--- config.mk ---
export PLATFORM = sky130hd
export DESIGN_NAME = lpf_cell
export DESIGN_NICKNAME = d
export VERILOG_FILES = /design/src/rtl/lpf_pkg.sv /design/src/rtl/lpf_cell.sv
export SDC_FILE = /design/constraint.sdc
export NUM_CORES = 1
export LEC_CHECK = 0
export BUFFER_PORTS_ARGS = -buffer_cell sky130_fd_sc_hd__buf_2
export CORE_AREA = 2 2 141 116
export CTS_CLUSTER_DIAMETER = 60
export CTS_CLUSTER_SIZE = 20
export DETAILED_ROUTE_END_ITERATION = 10
export DIE_AREA = 0 0 143 118
export PLACE_DENSITY_LB_ADDON = 0.3
export REMOVE_ABC_BUFFERS = 1
export SLEW_MARGIN = 20
export SYNTH_ARGS = -nofsm -noshare
export SYNTH_HDL_FRONTEND = slang
export SYNTH_SLANG_ARGS = --single-unit
--- constraint.sdc ---
create_clock -name clk_i -period 3.85 [get_ports clk_i]
set_clock_uncertainty 0.05 [all_clocks]
set_input_delay 0.5775 -clock clk_i [delete_from_list [all_inputs] [get_ports clk_i]]
set_output_delay 0.5775 -clock clk_i [all_outputs]
set_load 0.01 [all_outputs]
--- src/rtl/lpf_pkg.sv ---
// Shared types, codes and helper functions of the longest-prefix forwarder.
// Used by lpf_cell and ipv4_longest_prefix_forwarder_unit; no dependencies.
`default_nettype none

package lpf_pkg;

  localparam int TABLE_DEPTH_DEF = 64;
  localparam int ADDR_W          = 32;
  localparam int LEN_W           = 6;
  localparam int TTL_W           = 8;
  localparam int PROTO_W         = 8;
  localparam int CSUM_W          = 16;
  localparam int MODE_W          = 2;
  localparam int VERDICT_W       = 2;
  localparam int IN_DATA_W       = 136;
  localparam int OUT_DATA_W      = 56;
  localparam logic [LEN_W-1:0] MAX_LEN = LEN_W'(ADDR_W);

  typedef enum logic [MODE_W-1:0] {
    MODE_FWD   = 2'd0,
    MODE_ADD   = 2'd1,
    MODE_CLEAR = 2'd2
  } lpf_mode_e;

  typedef enum logic [VERDICT_W-1:0] {
    VERDICT_LOCAL   = 2'd0,
    VERDICT_FWD     = 2'd1,
    VERDICT_EXPIRED = 2'd2,
    VERDICT_NOROUTE = 2'd3
  } lpf_verdict_e;

  typedef struct packed {
    logic              valid;
    logic [ADDR_W-1:0] dest;
    logic              found;
    logic [LEN_W-1:0]  best_len;
    logic [ADDR_W-1:0] best_nh;
  } lpf_tok_t;

  typedef struct packed {
    logic [ADDR_W-1:0] prefix;
    logic [LEN_W-1:0]  len;
    logic [ADDR_W-1:0] nh;
  } lpf_wr_t;

  function automatic logic [ADDR_W-1:0] prefix_mask(input logic [LEN_W-1:0] len);
    logic [ADDR_W-1:0] mask;
    mask = '0;
    if (len >= MAX_LEN) begin
      mask = '1;
    end else if (len != '0) begin
      mask = {ADDR_W{1'b1}} << (MAX_LEN - len);
    end
    return mask;
  endfunction

  function automatic logic [CSUM_W-1:0] csum_update(input logic [CSUM_W-1:0] hc,
                                                    input logic [CSUM_W-1:0] m_old,
                                                    input logic [CSUM_W-1:0] m_new);
    logic [CSUM_W+1:0] s0;
    logic [CSUM_W:0]   s1;
    logic [CSUM_W-1:0] s2;
    s0 = {2'b00, ~hc} + {2'b00, ~m_old} + {2'b00, m_new};
    s1 = {1'b0, s0[CSUM_W-1:0]} + {{(CSUM_W-1){1'b0}}, s0[CSUM_W+1:CSUM_W]};
    s2 = s1[CSUM_W-1:0] + {{(CSUM_W-1){1'b0}}, s1[CSUM_W]};
    return ~s2;
  endfunction

endpackage

`default_nettype wire

--- src/rtl/lpf_cell.sv ---
// One route cell of the lookup row: holds one table entry and refines the
// passing lookup with it. Depends on lpf_pkg.
`default_nettype none

module lpf_cell (
  input  logic             clk_i,
  input  logic             rst_ni,
  input  logic             wr_en_i,
  input  lpf_pkg::lpf_wr_t wr_i,
  input  logic             entry_valid_i,
  input  lpf_pkg::lpf_tok_t tok_i,
  output lpf_pkg::lpf_tok_t tok_o
);
  import lpf_pkg::*;

  logic [ADDR_W-1:0] prefix_q;
  logic [LEN_W-1:0]  len_q;
  logic [ADDR_W-1:0] nh_q;
  logic [LEN_W-1:0]  len_sat;
  logic              valid_q;
  lpf_tok_t          tok_q;
  lpf_tok_t          tok_d;
  logic              hit;

  assign len_sat = (wr_i.len > MAX_LEN) ? MAX_LEN : wr_i.len;

  always_ff @(posedge clk_i) begin
    if (wr_en_i) begin
      len_q    <= len_sat;
      prefix_q <= wr_i.prefix & prefix_mask(len_sat);
      nh_q     <= wr_i.nh;
    end
  end

  always_comb begin
    hit   = entry_valid_i && ((tok_i.dest & prefix_mask(len_q)) == prefix_q) &&
            (!tok_i.found || (len_q > tok_i.best_len));
    tok_d = tok_i;
    if (hit) begin
      tok_d.found    = 1'b1;
      tok_d.best_len = len_q;
      tok_d.best_nh  = nh_q;
    end
  end

  always_ff @(posedge clk_i or negedge rst_ni) begin
    if (!rst_ni) begin
      valid_q <= 1'b0;
    end else begin
      valid_q <= tok_i.valid;
    end
  end

  always_ff @(posedge clk_i) begin
    tok_q <= tok_d;
  end

  always_comb begin
    tok_o       = tok_q;
    tok_o.valid = valid_q;
  end

endmodule

`default_nettype wire

======== Word-level counts from Yosys, hierarchy flattened ========
Cells that the tools add are included.
storage, ports and cells
  register bits after elaboration ......... 142
  input port bits ......................... 146
  output and inout bits ................... 72
  word-level logic and storage cells ...... 32
operators by class
  add/subtract/negate cells ............... 2
  $lt $le $gt $ge ......................... 4
  equality and inequality tests ........... 1
  shifts and indexed selects .............. 2
  mux-type cells .......................... 7
  bitwise operators ....................... 2
  reduce and logical (&&, ||, !) cells .... 6
operator list
  cell                                                       count
  2-to-1 mux 32 bit                                          5
  AND 32 bit                                                 2
  << shifter 32 x 6 -> 32 bit (first input constant)         2
  2-to-1 mux 38 bit                                          1
  == test 32 bit                                             1
  greater-or-equal comparator 6 bit (second input constant)  2
  nonzero test 6 bit                                         2
  subtractor 6 bit (first input constant)                    2
  greater-than comparator 6 bit                              1
  greater-than comparator 6 bit (second input constant)      1
  2-to-1 mux 6 bit                                           1
  logical AND 1 bit                                          2
  logical NOT 1 bit                                          1
  logical OR 1 bit                                           1

======== Depth between registers and ports, before layout ========
  depth after elaboration ................. 9
  mapped depth ............................ 15
  mapped depth without buffers ............ 10

======== Worst setup path before layout ========
OpenSTA, ideal clock, no wires.
  path type ............................... flip-flop to flip-flop
  start ................................... register len_q[0]
  end ..................................... register tok_q, in the netlist tok_o[18]
  library setup time ...................... 0.121 ns
  arrival ................................. 3.277 ns
  required time ........................... 3.679 ns
  path slack .............................. 0.402 ns
  cell stages (with the launch flop) ...... 16
  buffers on the path ..................... 5
  period minus slack after synthesis ...... 3.448 ns
  cells stage by stage .................... edfxtp_1 -> buf_2 -> inv_1 -> ha_1 -> buf_4 -> or3b_1 -> buf_4 -> xnor2_2 -> o2111a_1 -> a2111oi_0 -> o2111ai_1 -> nor4_2 -> nand4_1 -> buf_4 -> buf_6 -> mux2_4
RTL lines
  element                 line            RTL
  start, declared         lpf_cell.sv:17  logic [LEN_W-1:0] len_q;
  start signal, assigned  lpf_cell.sv:29  len_q <= len_sat;
  end signal, assigned    lpf_cell.sv:55  tok_q <= tok_d;
  end, declared           lpf_cell.sv:21  lpf_tok_t tok_q;

==> impl_metrics.env <==
export IMPL_status="finished clean"
export IMPL_drt_iter0_drc=530
export IMPL_clock_sinks=142
export IMPL_cts_tree="built"
export IMPL_cp_top_family="simple AND/OR/NAND/NOR gates"
export IMPL_crit_chain="inv_1, ha_1, or3b_1, buf_4, a32oi_4, o22ai_1, a21oi_1, nand4_1, nor4_1, buf_4, nand4_1, buf_12, mux2_4"
export IMPL_final_common_cell="buf_2"
export IMPL_die_w_um=143
export IMPL_endpoint_kind="flop"
export IMPL_tightest_slew_ns=0.837
export IMPL_critical_path_buf_inv_count=4
export IMPL_synthArstFlopShare=0.00704
export IMPL_postRouteAntennaNets=0
export IMPL_cp_max_fo=38
export IMPL_drv_cap=0
export IMPL_irDropWorstVdd_v=0.000284
export IMPL_synth_edf_count=70
export IMPL_pwr_density_cell_mw_per_mm2=458
export IMPL_drv_slew=0
export IMPL_grt_pass1_wl_um=33200
export IMPL_cts_buffers=17
export IMPL_post_cts_buffers=0
export IMPL_postLayoutCoreUtil=0.579
export IMPL_p_leak_uw=0.00396
export IMPL_row_count=41
export IMPL_track_usage=0.262
export IMPL_syn_inst=618
export IMPL_syn_cell_area_mm2=0.00685
export IMPL_grt_max_degree=41
export IMPL_drc=0
export IMPL_yosysSeqAreaShare=0.518
export IMPL_worst_path_max_delay_cell="or3b_1"
export IMPL_rsz0062_at_grt="false"
export IMPL_antenna_cells=0
export IMPL_clk_latency_ns=0.42
export IMPL_fin_crit_ns=3.68
export IMPL_grt_pass1_vias=5885
export IMPL_vias_per_cell=5.45
export IMPL_area_delta_synth_final_pct=30.4
export IMPL_fin_cells=1090
export IMPL_drive_gt1_frac=0.390
export IMPL_overflow=0
export IMPL_layout_cells_most_common_list="buf_2 (217), dfxtp_1 (71), edfxtp_1 (70)"
export IMPL_core_area_mm2=0.0154
export IMPL_yosys_warnings=0
export IMPL_num_vias=5938
export IMPL_avgSynthCellArea_um2=11.1
export IMPL_cts_root_buffer="clkbuf_16"
export IMPL_hold_path_class="input pin to flop"
export IMPL_dp_cells=1057
export IMPL_die_y_um=118
export IMPL_clkTransAtPathRegs_ns=0.07
export IMPL_dp_hpwl_um=17600
export IMPL_place_area_mm2=0.00834
export IMPL_synth_seq_cells=142
export IMPL_wire_per_inst_um=20.2
export IMPL_cp_start_kind="flop"
export IMPL_finalHoldViolations=0
export IMPL_ys_flop_type="dfxtp_1"
export IMPL_antenna_found_initial=0
export IMPL_routed_wl_um=22000
export IMPL_cts_htree_levels=4
export IMPL_arrival_ns=3.94
export IMPL_clockBufferDepth=2
export IMPL_io_pins=218
export IMPL_final_nets=1022
export IMPL_start_util=0.444
export IMPL_min_period_over_period=0.956
export IMPL_drt_first_pass_iters=7
export IMPL_gp_congestion=1.08
export IMPL_ys_types=80
export IMPL_slew_headroom=0.427
export IMPL_fmax_ghz=0.272
export IMPL_die_area_mm2=0.0169
export IMPL_numPortBuffers=217
export IMPL_finalInstanceArea_mm2=0.00894
export IMPL_slowest_delay_ns=0.44
export IMPL_finalPower_uw=4090
export IMPL_setup_violations=0
export IMPL_path_class="flop to flop"
export IMPL_required_ns=4.11
## worst register-to-register path, stage by stage (launching register included)
cell	delay, ns
edfxtp_1	0.38
inv_1	0.13
ha_1	0.29
or3b_1	0.44
buf_4	0.20
a32oi_4	0.36
o22ai_1	0.16
a21oi_1	0.13
nand4_1	0.12
nor4_1	0.39
buf_4	0.19
nand4_1	0.14
buf_12	0.23
mux2_4	0.35
## registers in the layout, summed over array words and instances, names as in the netlist
name	flops
len_q	6
nh_q	32
prefix_q	32
tok_o	71
valid_q	1
## synth_stat cells (14+ instances only)
master     n  area [um2]
a21oi_1   25         125
clkbuf_1  14        52.6
dfxtp_1   71        1420
edfxtp_1  70        2100
ha_1      14         175
inv_1     37         139
mux2_2    19         214
mux2_4    16         240
nand2_1   29         109
nand2b_1  25         156
nor2_1    26        97.6
nor2b_1   34         213
o21ai_0   31         155
## timing repair
item	CTS	global route
endpoints found under the hold margin	1	0
setup endpoints to repair	0	34
hold buffers	1	0
resized for setup	0	1
## stage by stage
step                      hold slack, ns  TNS, ns  worst slack (ns)
after floorplan                    0.232   -47.07             -1.27
after global placement             0.302        0             0.214
after detailed placement           0.302        0             0.251
after CTS                          0.203        0             0.222
after global routing               0.202        0            0.0111
final                              0.210        0             0.170
## per-layer routing
layer	vias to the layer above	routed length, um	global-route usage
met3	55	2380	0.0940
met2	334	9450	0.376
met4	0	600	0.0817
li1	2790	-	-
met1	2759	9590	0.369
met5	-	0	0
## cell type report
type,instances,area [um2]
Tap cell,215,269
Timing Repair Buffer,257,1400
Clock buffer,17,425
Inverter,38,143
Multi-Input combinational cell,406,2990
Fill cell,1372,6500
Sequential cell,142,3550
Clock inverter,15,165
## power by group
group	internal [uW]	leakage, uW	switching (uW)	total, uW
Combinational	292	0.00238	388	680
Clock	925	0.000295	715	1640
Sequential	1700	0.00129	72.6	1770
## final timing paths
kind	from	endpoint	slack [ns]	cells after the start
min	tok_i[71]	valid_q$_DFF_PN0_	0.21	1
max	len_q[0]$_DFFE_PP_	tok_o[30]$_DFF_P_	0.17	13
min in group asynchronous	rst_ni	valid_q$_DFF_PN0_	0.41	2
min reg2reg	nh_q[24]$_DFFE_PP_	tok_o[24]$_DFF_P_	0.42	1
max in group asynchronous	rst_ni	valid_q$_DFF_PN0_	3.26	2
max reg2reg	len_q[0]$_DFFE_PP_	tok_o[30]$_DFF_P_	0.17	13
## kinds of logic after synthesis
logic type	synth area share
AO/OA/AOI/OAI	0.162
XOR/XNOR	0.0113
adder cells (fa/ha/maj)	0.0256
buffers and inverters	0.0466
flip-flops	0.518
multiplexers	0.0736
AND/OR/NAND/NOR	0.163
Power figures use the tool's default switching activity.
